`src/lli_pkg.sv`:
```
package lli_pkg;

  localparam int CoordWidth = 16;
  localparam int DiffWidth  = CoordWidth + 1;
  localparam int DetWidth   = 2 * CoordWidth + 1;
  localparam int DenWidth   = 2 * DiffWidth + 1;
  localparam int NumWidth   = DetWidth + DiffWidth + 1;
  localparam int NumMag     = NumWidth;
  localparam int QuotWidth  = 33;
  localparam int DenMag     = DenWidth;
  localparam int RemWidth   = DenMag + 1;
  localparam int OutWidth   = 32;

  typedef struct packed {
    logic                  valid;
    logic                  parallel;
    logic                  neg_x;
    logic                  neg_y;
    logic                  big_x;
    logic                  big_y;
    logic [DenMag-1:0]     den;
    logic [NumMag-1:0]     num_x;
    logic [NumMag-1:0]     num_y;
    logic [RemWidth-1:0]   rem_x;
    logic [RemWidth-1:0]   rem_y;
    logic [QuotWidth-1:0]  quo_x;
    logic [QuotWidth-1:0]  quo_y;
  } div_word_t;

endpackage

```
`src/lli_cell.sv`:
```
module lli_cell (
  input  logic               clk,
  input  logic               rst_n,
  input  logic               adv,
  input  lli_pkg::div_word_t word_i,
  output lli_pkg::div_word_t word_o
);

  localparam int NM = lli_pkg::NumMag;
  localparam int RW = lli_pkg::RemWidth;
  localparam int QW = lli_pkg::QuotWidth;

  lli_pkg::div_word_t word_r, word_nxt;
  logic [RW-1:0] tx, ty;
  logic          gx, gy;

  always_comb begin
    word_nxt = word_i;
    tx = {word_i.rem_x[RW-2:0], word_i.num_x[NM-1]};
    ty = {word_i.rem_y[RW-2:0], word_i.num_y[NM-1]};
    gx = tx >= RW'(word_i.den);
    gy = ty >= RW'(word_i.den);
    word_nxt.rem_x = gx ? tx - RW'(word_i.den) : tx;
    word_nxt.rem_y = gy ? ty - RW'(word_i.den) : ty;
    word_nxt.num_x = {word_i.num_x[NM-2:0], 1'b0};
    word_nxt.num_y = {word_i.num_y[NM-2:0], 1'b0};
    word_nxt.big_x = word_i.big_x | word_i.quo_x[QW-1];
    word_nxt.big_y = word_i.big_y | word_i.quo_y[QW-1];
    word_nxt.quo_x = {word_i.quo_x[QW-2:0], gx};
    word_nxt.quo_y = {word_i.quo_y[QW-2:0], gy};
  end

  always_ff @(posedge clk) begin
    if (!rst_n) begin
      word_r.valid <= 1'b0;
    end else if (adv) begin
      word_r <= word_nxt;
    end
  end

  assign word_o = word_r;

endmodule

```
`config.mk`:
```
export PLATFORM = sky130hd
export DESIGN_NAME = lli_cell
export DESIGN_NICKNAME = d
export VERILOG_FILES = /design/src/lli_pkg.sv /design/src/lli_cell.sv
export SDC_FILE = /design/constraint.sdc
export NUM_CORES = 1
export LEC_CHECK = 0
export BUFFER_PORTS_ARGS = -buffer_cell sky130_fd_sc_hd__buf_4
export CAP_MARGIN = 40
export CORE_ASPECT_RATIO = 0.8
export CORE_MARGIN = 8
export CORE_UTILIZATION = 30
export DETAILED_ROUTE_END_ITERATION = 6
export PLACE_DENSITY = 0.59
export RECOVER_POWER = 25
export SLEW_MARGIN = 30
export SYNTH_ARGS = -nofsm -noshare
export SYNTH_HDL_FRONTEND = slang
export SYNTH_SLANG_ARGS = --single-unit
export TNS_END_PERCENT = 1
```
`constraint.sdc`:
```
create_clock -name clk -period 21.5 [get_ports clk]
set_clock_uncertainty 0.1 [all_clocks]
set_input_delay 4.3 -clock clk [delete_from_list [all_inputs] [get_ports clk]]
set_output_delay 4.3 -clock clk [all_outputs]
set_load 0.01 [all_outputs]
```
==> impl_results.md, run 1 <==
- Clock sink count: 279
- Switching Fraction: 0.269
- Routed via count: ~11000
- Dpl hpwl: between 40000 and 50000 um
- Core area: 43100 um^2
- PnR worst setup slack: around 14 ns
- Final setup violation count: 0
- Crit Path Category: in2reg
- Most used DFF post-synth: edfxtp_1
- Minimum hold slack: between 0.4 and 0.5 ns
- Initial antenna violation count: 21
- 1st-iter DRT viols: 621
- Cell Pwr Density: between 80 and 90 nW/um^2
- Fin nets: between 1500 and 2000
- Initial core utilization: 0.304
- Max reg flops: about 280
- Grt ovf: 0
- Synth warnings: 0
- Period utilization: 0.341
- EDFF count, synth: 278
- Sequential share of power: 0.436
- P&R area growth vs syn: 44.9%
- Post-CTS setup buffers: 0
- # hold bufs at CTS: 0
- Rows: just under 70
- WP data required: 21.68 ns
- First-pass GRT wire length: ~75000 um
- Wire per inst: about 24 um
- Setup WS pre-CTS: around 14 ns
- Synth top cells by count: edfxtp_1 (278), nand2_1 (115), o21ai_0 (102)
- Total Neg Setup Slack: 0 ns
- Slew margin rel.: -0.274
- Most frequent cell after synthesis: edfxtp_1
- Critical Path Source Type: input port
- Main area contributors after synthesis: edfxtp_1 (64%), ha_1 (6.7%), o21ai_0 (3.9%), nand2_1 (3.3%), a21oi_1 (2.8%)
- Max-Cap Viols: 1
- Leak Pwr: a little under 8 nW
- GP Congestion: slightly below 0.9
- FMAX: approximately 0.14 GHz
- Synth cell types: 63
- Largest net degree at the start of global routing: a little over 70
- Slew Limit Fails: 27
- DR DRC count: 0
- Clk_lat worst skew: approximately 0.54 ns
- Htree depth: 2
- Synth Register Bits: approximately 280
- Max Root-Sink Buffers: 3
- Detail Route Antenna Nets: 0
- Comb power frac: 0.199
- CTS tree: built
- Synth top area share: 0.639
- Internal: between 0.001 and 0.0015 W
- Clock network fraction of total power: 0.365
- Sequential area share after synthesis: 0.640
- Maximum vdd drop: between 40 and 50 uV
- Vias per cell: around 4.8
- TritonCTS Buffers: 34
- Layout cells sized above 1: 0.378
- Area of the mapped netlist: between 10000 and 15000 um^2
- Tot GR Track Use: 0.203
- RSZ-0062 raised after global routing: false
- Die Width: between 200 and 250 um
- Psw: 0.000410 W
- Root Driver: clkbuf_16
- Failing checks: max-capacitance violations, max-slew violations
- CTS clk-pin slew, worst paths: 0.06 ns
- Post-CTS resize count: 0
- Endpoints failing hold: 0
- Vias in the first global route: around 11000
- Crit-path max FO: 65
- Routed WL: roughly 53000 um
- Capturing element type of the critical path: flop
- # IOs: around 570
- Die ar.: approximately 50000 um^2
- Arr. time, crit path: between 7 and 8 ns
- Mapped Cells: between 1000 and 1500
- Port Buffers: 560
- Cell taking the most area after synthesis: edfxtp_1
- Chip Height: between 200 and 250 um
- Post-synth ARST share: 0
- Synth Area per Inst: approximately 13 um^2
- HP Class: reg2reg
- Actual slew at the worst max-slew pin: 1.91 ns
- Minimum clock period: roughly 7.3 ns
- 1st-pass router iterations: 5
- Status: finished, violations left
power by group through the flow:
stage	Sequential, W	Clock [W]	Combinational (W)
floorplan	0.000704	0	0.000127
global placement	0.000675	0	0.000305
detailed placement	0.000675	0	0.000309
CTS	0.000665	0.000576	0.000310
global route	0.000668	0.000594	0.000330
finish	0.000665	0.000557	0.000303
per-layer routing:
metal | GRT usage | vias up | part of all wire
met2 | 0.367 | 368 | 0.51
met1 | 0.215 | 5034 | 0.36
met3 | 0.0777 | 99 | 0.084
li1 | - | 4992 | -
met4 | 0.0695 | 32 | 0.035
met5 | 0 | - | 0.0039
area by class of cell:
cell class | count | area [um^2]
antenna | 5 | 12.5
timing repair buffer | 568 | 4240
fill | 4082 | 24100
sequential | 279 | 8370
inverter | 53 | 199
clock inverter | 21 | 175
tap | 560 | 701
clock buffer | 40 | 895
multi-input combinational | 660 | 4350
final timing paths:
check	cells after the start	to	slack (ns)	startpoint
setup / recovery	13	word_o[133]$_DFFE_PP_	14.17	word_i[240]
hold / removal	2	word_o[280]$_SDFFE_PN0P_	0.45	word_o[280]$_SDFFE_PN0P_
setup reg to reg	2	word_o[280]$_SDFFE_PN0P_	20.78	word_o[280]$_SDFFE_PN0P_
hold reg to reg	2	word_o[280]$_SDFFE_PN0P_	0.45	word_o[280]$_SDFFE_PN0P_
cells in the final DEF, fill, tap and decap left out, types with 5 or more instances in the layout:
master / n
a211oi_1: 8
a21o_1: 25
a21oi_1: 72
a31oi_1: 9
and2_1: 5
and3_1: 8
buf_4: 360
clkbuf_1: 28
clkbuf_16: 35
clkbuf_4: 182
clkinv_1: 9
clkinv_2: 5
diode_2: 5
edfxtp_1: 278
ha_1: 70
inv_1: 53
mux2_2: 6
nand2_1: 115
nand2b_1: 11
nand3_1: 12
nand4_1: 13
nor2_1: 44
nor2b_1: 8
nor3_1: 8
o211ai_1: 6
o21a_1: 7
o21ai_0: 102
o21bai_1: 6
o31ai_1: 5
xnor2_1: 27
xor2_1: 30
through the flow:
stage	utilization	total power, W	instance area (um^2)	std cells
floorplan	-	0.000830	13100	1022
global placement	0.415	0.000980	17900	2117
detailed placement	0.417	0.000984	17900	2120
CTS	0.442	0.00155	19000	2181
global route	0.440	0.00159	18900	2185
finish	0.440	0.00152	18900	2186
kinds of logic after synthesis:
kind of cell / after synthesis / share of synthesized area
flops: 279 / 0.640
fa+ha+maj: 72 / 0.0701
xor+xnor: 57 / 0.0382
mux: 11 / 0.00910
compound gates: 280 / 0.131
other cells: 1 / 0.000287
buf+inv: 83 / 0.0270
simple gates: 238 / 0.0835
worst max-delay path, stage by stage:
cell	delay [ns]
clkbuf_1	0.16
ha_1	0.25
fa_1	0.40
nand2b_1	0.18
a21o_1	0.19
a32oi_2	0.32
a31oi_1	0.18
o21ai_2	0.29
a41oi_1	0.19
o21a_2	0.23
buf_4	0.30
inv_1	0.18
mux2_2	0.35
Note: power is estimated with default switching activity, not from simulation.
==> run 2: changes to the inputs <==
--- a/config.mk
+++ b/config.mk
@@ -11,7 +11,7 @@
 export CORE_MARGIN = 8
 export CORE_UTILIZATION = 30
 export DETAILED_ROUTE_END_ITERATION = 6
-export PLACE_DENSITY = 0.59
+export PLACE_DENSITY = 0.61
 export RECOVER_POWER = 25
 export SLEW_MARGIN = 30
 export SYNTH_ARGS = -nofsm -noshare
==> constraint.sdc (replaced) <==
create_clock -name clk -period 6.7 [get_ports clk]
set_clock_uncertainty 0.1 [all_clocks]
set_input_delay 1.34 -clock clk [delete_from_list [all_inputs] [get_ports clk]]
set_output_delay 1.34 -clock clk [all_outputs]
set_load 0.01 [all_outputs]
==> impl_results.md, run 2 (synthesis results as in run 1) <==
- Status: finished, violations left (unchanged)
- Failing checks: max-capacitance violations, max-slew violations (unchanged)
- Period utilization: 0.688
- Largest net degree at the start of global routing: 171 (was 71)
- Slew margin rel.: -1.15 (was -0.274)
- Die Width: 249 um (unchanged)
- FMAX: 0.217 GHz
- HP Class: reg2reg (unchanged)
- TritonCTS Buffers: 31 (was 34)
- Cells along the critical path: clkbuf_1 > and2_0 > buf_12 (was clkbuf_1 > ha_1 > fa_1 > nand2b_1 > a21o_1 > a32oi_2 > a31oi_1 > o21ai_2 > a41oi_1 > o21a_2 > buf_4 > inv_1 > mux2_2)
- Max-Cap Viols: 1 (unchanged)
- Most frequent cells in the layout: buf_4 (359), edfxtp_1 (278), clkbuf_4 (184) (was buf_4 (360), edfxtp_1 (278), clkbuf_4 (182))
- RSZ-0062 raised after global routing: false (unchanged)
- DR DRC count: 0 (unchanged)
- Final setup violation count: 0 (unchanged)
- Vias per cell: 4.89 (was 4.81)
- Chip Height: 203 um (unchanged)
- P&R area growth vs syn: 43.8% (was 44.9%)
- Arr. time, crit path: 4.71 ns (was 7.51 ns)
- Rows: 68 (unchanged)
- Post-CTS setup buffers: 0 (unchanged)
- CTS clk-pin slew, worst paths: 0.06 ns (about the same)
- Root Driver: clkbuf_16 (unchanged)
- Grt ovf: 0 (unchanged)
- Actual slew at the worst max-slew pin: 3.23 ns (was 1.91 ns)
- Total Neg Setup Slack: 0 ns (unchanged)
- Critical Path Source Type: input port (unchanged)
- WP data required: 6.80 ns (was 21.68 ns)
- First-pass GRT wire length: 74000 um (was 75300 um)
- Die ar.: 50500 um^2 (unchanged)
- Port Buffers: 560 (unchanged)
- Cell Pwr Density: 256 nW/um^2 (was 80.5 nW/um^2)
- CTS tree: built (unchanged)
- # IOs: 565 (unchanged)
- # hold bufs at CTS: 0 (unchanged)
- Most common cell after layout, fill and taps aside: buf_4 (unchanged)
- Vias in the first global route: 10500 (was 10600)
- Internal: 0.00351 W (was 0.00111 W)
- Htree depth: 1 (was 2)
- Layout cells sized above 1: 0.375 (was 0.378)
- Crit Path Category: in2reg (unchanged)
- PnR worst setup slack: 2.09 ns (was 14.17 ns)
- Routed via count: 10600 (was 10500)
- Max reg flops: 279 (unchanged)
- Fin nets: 1946 (was 1952)
- Maximum vdd drop: 229 uV (was 44.4 uV)
- Detail Route Antenna Nets: 0 (unchanged)
- Slew Limit Fails: 47 (was 27)
- Core area: 43100 um^2 (unchanged)
- Delay of the slowest critical-path stage: 2.33 ns (was 0.40 ns)
- Crit-path max FO: 170 (was 65)
- WP buf/inv: 2 (was 3)
- Comb power frac: 0.203 (was 0.199)
- Minimum clock period: around 4.6 ns
- Routed WL: 53600 um (was 53300 um)
- Clk_lat worst skew: 0.58 ns (was 0.54 ns)
- 1st-pass router iterations: 5 (unchanged)
- Endpoints failing hold: 0 (unchanged)
- Wire per inst: 24.6 um (was 24.4 um)
- Clock network fraction of total power: 0.353 (was 0.365)
- Largest delay share family, worst path: simple AND/OR/NAND/NOR gates (was compound AO/OA/AOI/OAI gates)
- Psw: 0.00130 W (was 0.000410 W)
- Capturing element type of the critical path: flop (unchanged)
- Max Root-Sink Buffers: 3 (unchanged)
- Setup WS pre-CTS: 1.85 ns (was 13.69 ns)
- Switching Fraction: 0.270 (was 0.269)
- Slowest CP cell: and2_0 (was fa_1)
- 1st-iter DRT viols: 782 (was 621)
- GP Congestion: 0.864 (was 0.868)
- Tot GR Track Use: 0.199 (was 0.203)
- Initial antenna violation count: 15 (was 21)
- Leak Pwr: 7.82 nW (was 7.89 nW)
- Sequential share of power: 0.444 (was 0.436)
- Post-CTS resize count: 0 (unchanged)
- Dpl hpwl: 44300 um (was 44000 um)
- Clock sink count: 279 (unchanged)
- Initial core utilization: 0.304 (unchanged)
-- run 2: cell count changes in the layout (fill, tap and decap cells not counted), sizes merged --
cell,change
clkinvlp,-1
clkinv,-6
bufinv,+1
buf,-2
clkbuf,+1
inv,+1
diode,-2
-- run 2: area by class of cell --
type | instances | area (um^2)
fillers | 4116 | 24300
flip-flops and latches | 279 | 8370
multi-input cells | 660 | 4350
repair buffers | 565 | 4180
clock buffers | 42 | 817
well taps | 560 | 701
inverters | 53 | 199
clock inverters | 16 | 173
diodes | 3 | 7.51
-- run 2: per-layer routing --
metal	track usage	vias up	part of all wire	wire [um]
met1	0.210	5082	0.36	19300
met5	0	-	0.0034	180
met2	0.366	448	0.51	27500
met4	0.0737	24	0.044	2370
li1	-	4984	-	-
met3	0.0663	107	0.078	4190
-- run 2: stage by stage --
stage | instances | hold slack [ns] | util | cell area (um^2) | total power, W
finish | 2178 | 0.428 | 0.436 | 18800 | 0.00480
global route | 2176 | 0.477 | 0.436 | 18800 | 0.00500
CTS | 2175 | 0.427 | 0.438 | 18900 | 0.00488
detailed placement | 2117 | 0.410 | 0.415 | 17900 | 0.00316
global placement | 2117 | 0.405 | 0.415 | 17900 | 0.00315
floorplan | 1022 | 0.438 | - | 13100 | 0.00265
-- run 2: path summary, 6_finish.rpt --
kind                                  from                        to  slack (ns)  depth (start not counted)
hold reg to reg   word_o[280]$_SDFFE_PN0P_  word_o[280]$_SDFFE_PN0P_        0.43                          2
hold / removal    word_o[280]$_SDFFE_PN0P_  word_o[280]$_SDFFE_PN0P_        0.43                          2
setup reg to reg  word_o[280]$_SDFFE_PN0P_  word_o[280]$_SDFFE_PN0P_        6.01                          2
setup / recovery                       adv      word_o[69]$_DFFE_PP_        2.09                          3
-- run 2: worst register-to-register path: stages (launching register included) --
cell and delay [ns]:
dfxtp_1 0.31, mux2i_1 0.12, nor2b_1 0.06
-- run 2: power groups by stage --
stage	registers [W]	logic, W	clock network [W]
after CTS	0.00213	0.000999	0.00175
final	0.00213	0.000975	0.00169
after global routing	0.00215	0.00105	0.00180
after floorplan	0.00225	0.000407	0
after detailed placement	0.00217	0.000995	0
after global placement	0.00217	0.000987	0
==> run 3: changes to the inputs <==
==> constraint.sdc (replaced) <==
create_clock -name clk -period 4.1 [get_ports clk]
set_clock_uncertainty 0.1 [all_clocks]
set_input_delay 0.82 -clock clk [delete_from_list [all_inputs] [get_ports clk]]
set_output_delay 0.82 -clock clk [all_outputs]
set_load 0.01 [all_outputs]
==> impl_results.md, run 3 (synthesis results as in run 1) <==
- Wire per inst: 24.9 um (was 24.6 um)
- Endpoints failing hold: 0 (unchanged)
- Clk_lat worst skew: 0.52 ns (was 0.58 ns)
- # hold bufs at CTS: 0 (unchanged)
- Most frequent cells in the layout: buf_4 (374), edfxtp_1 (278), clkbuf_4 (184) (was buf_4 (359), edfxtp_1 (278), clkbuf_4 (184))
- Rows: 68 (unchanged)
- Status: finished, violations left (unchanged)
- Cells along the critical path: clkbuf_1 > ha_1 > fa_1 > nand2b_1 > a21o_1 > a32oi_2 > a31oi_1 > o21ai_2 > a41oi_1 > o21a_2 > buf_12 > mux2_2 (was clkbuf_1 > and2_0 > buf_12)
- Routed via count: 10700 (was 10600)
- Root Driver: clkbuf_16 (unchanged)
- WP buf/inv: 2 (unchanged)
- Capturing element type of the critical path: flop (unchanged)
- DR DRC count: 0 (unchanged)
- Port Buffers: 560 (unchanged)
- Fin nets: 1968 (was 1946)
- CTS clk-pin slew, worst paths: 0.06 ns (about the same)
- 1st-iter DRT viols: 749 (was 782)
- Initial core utilization: 0.304 (unchanged)
- Core area: 43100 um^2 (unchanged)
- Clock sink count: 279 (unchanged)
- Slew margin rel.: -0.670 (was -1.15)
- HP Class: in2reg (was reg2reg)
- Crit-path max FO: 51 (was 170)
- Htree depth: 2 (was 1)
- Initial antenna violation count: 17 (was 15)
- Final setup violation count: 0 (unchanged)
- Vias in the first global route: 10600 (was 10500)
- GP Congestion: 0.866 (was 0.864)
- Crit Path Category: in2reg (unchanged)
- Actual slew at the worst max-slew pin: 2.50 ns (was 3.23 ns)
- Period utilization: 0.861
- Critical Path Source Type: input port (unchanged)
- Maximum vdd drop: 306 uV (was 229 uV)
- Vias per cell: 4.87 (was 4.89)
- Post-CTS setup buffers: 0 (unchanged)
- Minimum clock period: 3.53 ns
- Layout cells sized above 1: 0.388 (was 0.375)
- WP data required: 4.28 ns (was 6.80 ns)
- # fillers: 4064 (was 4116)
- Total Power: 0.00813 W (was 0.00480 W)
- Max-Cap Viols: 1 (unchanged)
- RSZ-0062 raised after global routing: false (unchanged)
- Final std cells w/o fill: 2198 (was 2178)
- P&R area growth vs syn: 46.2% (was 43.8%)
- Reg area: 8370 um^2 (unchanged)
- TritonCTS Buffers: 34 (was 31)
- FMAX: roughly 0.28 GHz
- Max reg flops: 279 (unchanged)
- Leak Pwr: 8.00 nW (was 7.82 nW)
- Total Neg Setup Slack: 0 ns (unchanged)
- Routed WL: 54700 um (was 53600 um)
- Detail Route Antenna Nets: 0 (unchanged)
- Dpl hpwl: 45400 um (was 44300 um)
- Slew Limit Fails: 45 (was 47)
- Most common cell after layout, fill and taps aside: buf_4 (unchanged)
- Multi-input logic area: 4350 um^2 (unchanged)
- 1st-pass router iterations: 6 (was 5)
- Slowest CP cell: fa_1 (was and2_0)
- Delay of the slowest critical-path stage: 0.40 ns (was 2.33 ns)
- Largest delay share family, worst path: compound AO/OA/AOI/OAI gates (was simple AND/OR/NAND/NOR gates)
- First-pass GRT wire length: 76300 um (was 74000 um)
- Cell Pwr Density: 426 nW/um^2 (was 256 nW/um^2)
- Minimum hold slack: 0.371 ns (was 0.428 ns)
- Failing checks: max-capacitance violations, max-slew violations (unchanged)
- Max Root-Sink Buffers: 3 (unchanged)
- Die Width: 249 um (unchanged)
- # IOs: 565 (unchanged)
- Die ar.: 50500 um^2 (unchanged)
- Post-CTS resize count: 0 (unchanged)
- Chip Height: 203 um (unchanged)
- Tot GR Track Use: 0.207 (was 0.199)
- Arr. time, crit path: 3.71 ns (was 4.71 ns)
- CTS tree: built (unchanged)
- Placed Instances: 2136 (was 2117)
- Grt ovf: 0 (unchanged)
- Largest net degree at the start of global routing: 60 (was 171)
-- run 3: cell types whose count changed in the layout (fill, tap and decap cells not counted), moves of 2 or more --
| cell | previous run | this run |
|---|---|---|
| buf_12 | 1 | 5 |
| buf_4 | 359 | 374 |
| clkbuf_1 | 31 | 25 |
| clkbuf_16 | 31 | 34 |
| clkbuf_8 | 0 | 2 |
| clkinv_2 | 3 | 6 |
| clkinv_4 | 2 | 0 |
-- run 3: worst register-to-register path: stages, from the launching register on --
cell and delay (ns):
dfxtp_1 0.31, mux2i_1 0.12, nor2b_1 0.06
-- run 3: path summary, 6_finish.rpt --
path / cells past startpoint / endpoint / slack, ns / start
setup / recovery: 12 / word_o[116]$_DFFE_PP_ / 0.57 / word_i[240]
hold / removal: 1 / word_o[211]$_DFFE_PP_ / 0.37 / word_i[210]
setup reg to reg: 2 / word_o[280]$_SDFFE_PN0P_ / 3.39 / word_o[280]$_SDFFE_PN0P_
hold reg to reg: 2 / word_o[280]$_SDFFE_PN0P_ / 0.44 / word_o[280]$_SDFFE_PN0P_
-- run 3: power breakdown --
group | switching, W | internal [W]
Sequential | 0.0000635 | 0.00342
Clock | 0.00125 | 0.00177
Combinational | 0.000882 | 0.000744
-- run 3: cell type report --
class | count | share of cell area
Timing Repair Buffer | 584 | 0.229
Clock buffer | 40 | 0.0468
Multi-Input combinational cell | 660 | 0.228
Inverter | 53 | 0.0104
Sequential cell | 279 | 0.438
Clock inverter | 19 | 0.0110
Antenna cell | 3 | 0.000393
Tap cell | 560 | 0.0367
-- run 3: stage by stage --
| stage | setup WS [ns] | utilization | instance area [um^2] |
|---|---|---|---|
| 2_1_floorplan | 0.499 | - | 13100 |
| 3_3_place_gp | 0.138 | 0.420 | 18100 |
| 3_5_place_dp | 0.111 | 0.420 | 18100 |
| 4_1_cts | 0.679 | 0.445 | 19200 |
| 5_1_grt | 0.408 | 0.443 | 19100 |
| 6_report | 0.569 | 0.444 | 19100 |
-- run 3: metal layers --
layer	track usage	wire length [um]
met1	0.215	19700
met4	0.0499	1150
met3	0.0755	4420
met2	0.391	29200
met5	0	187
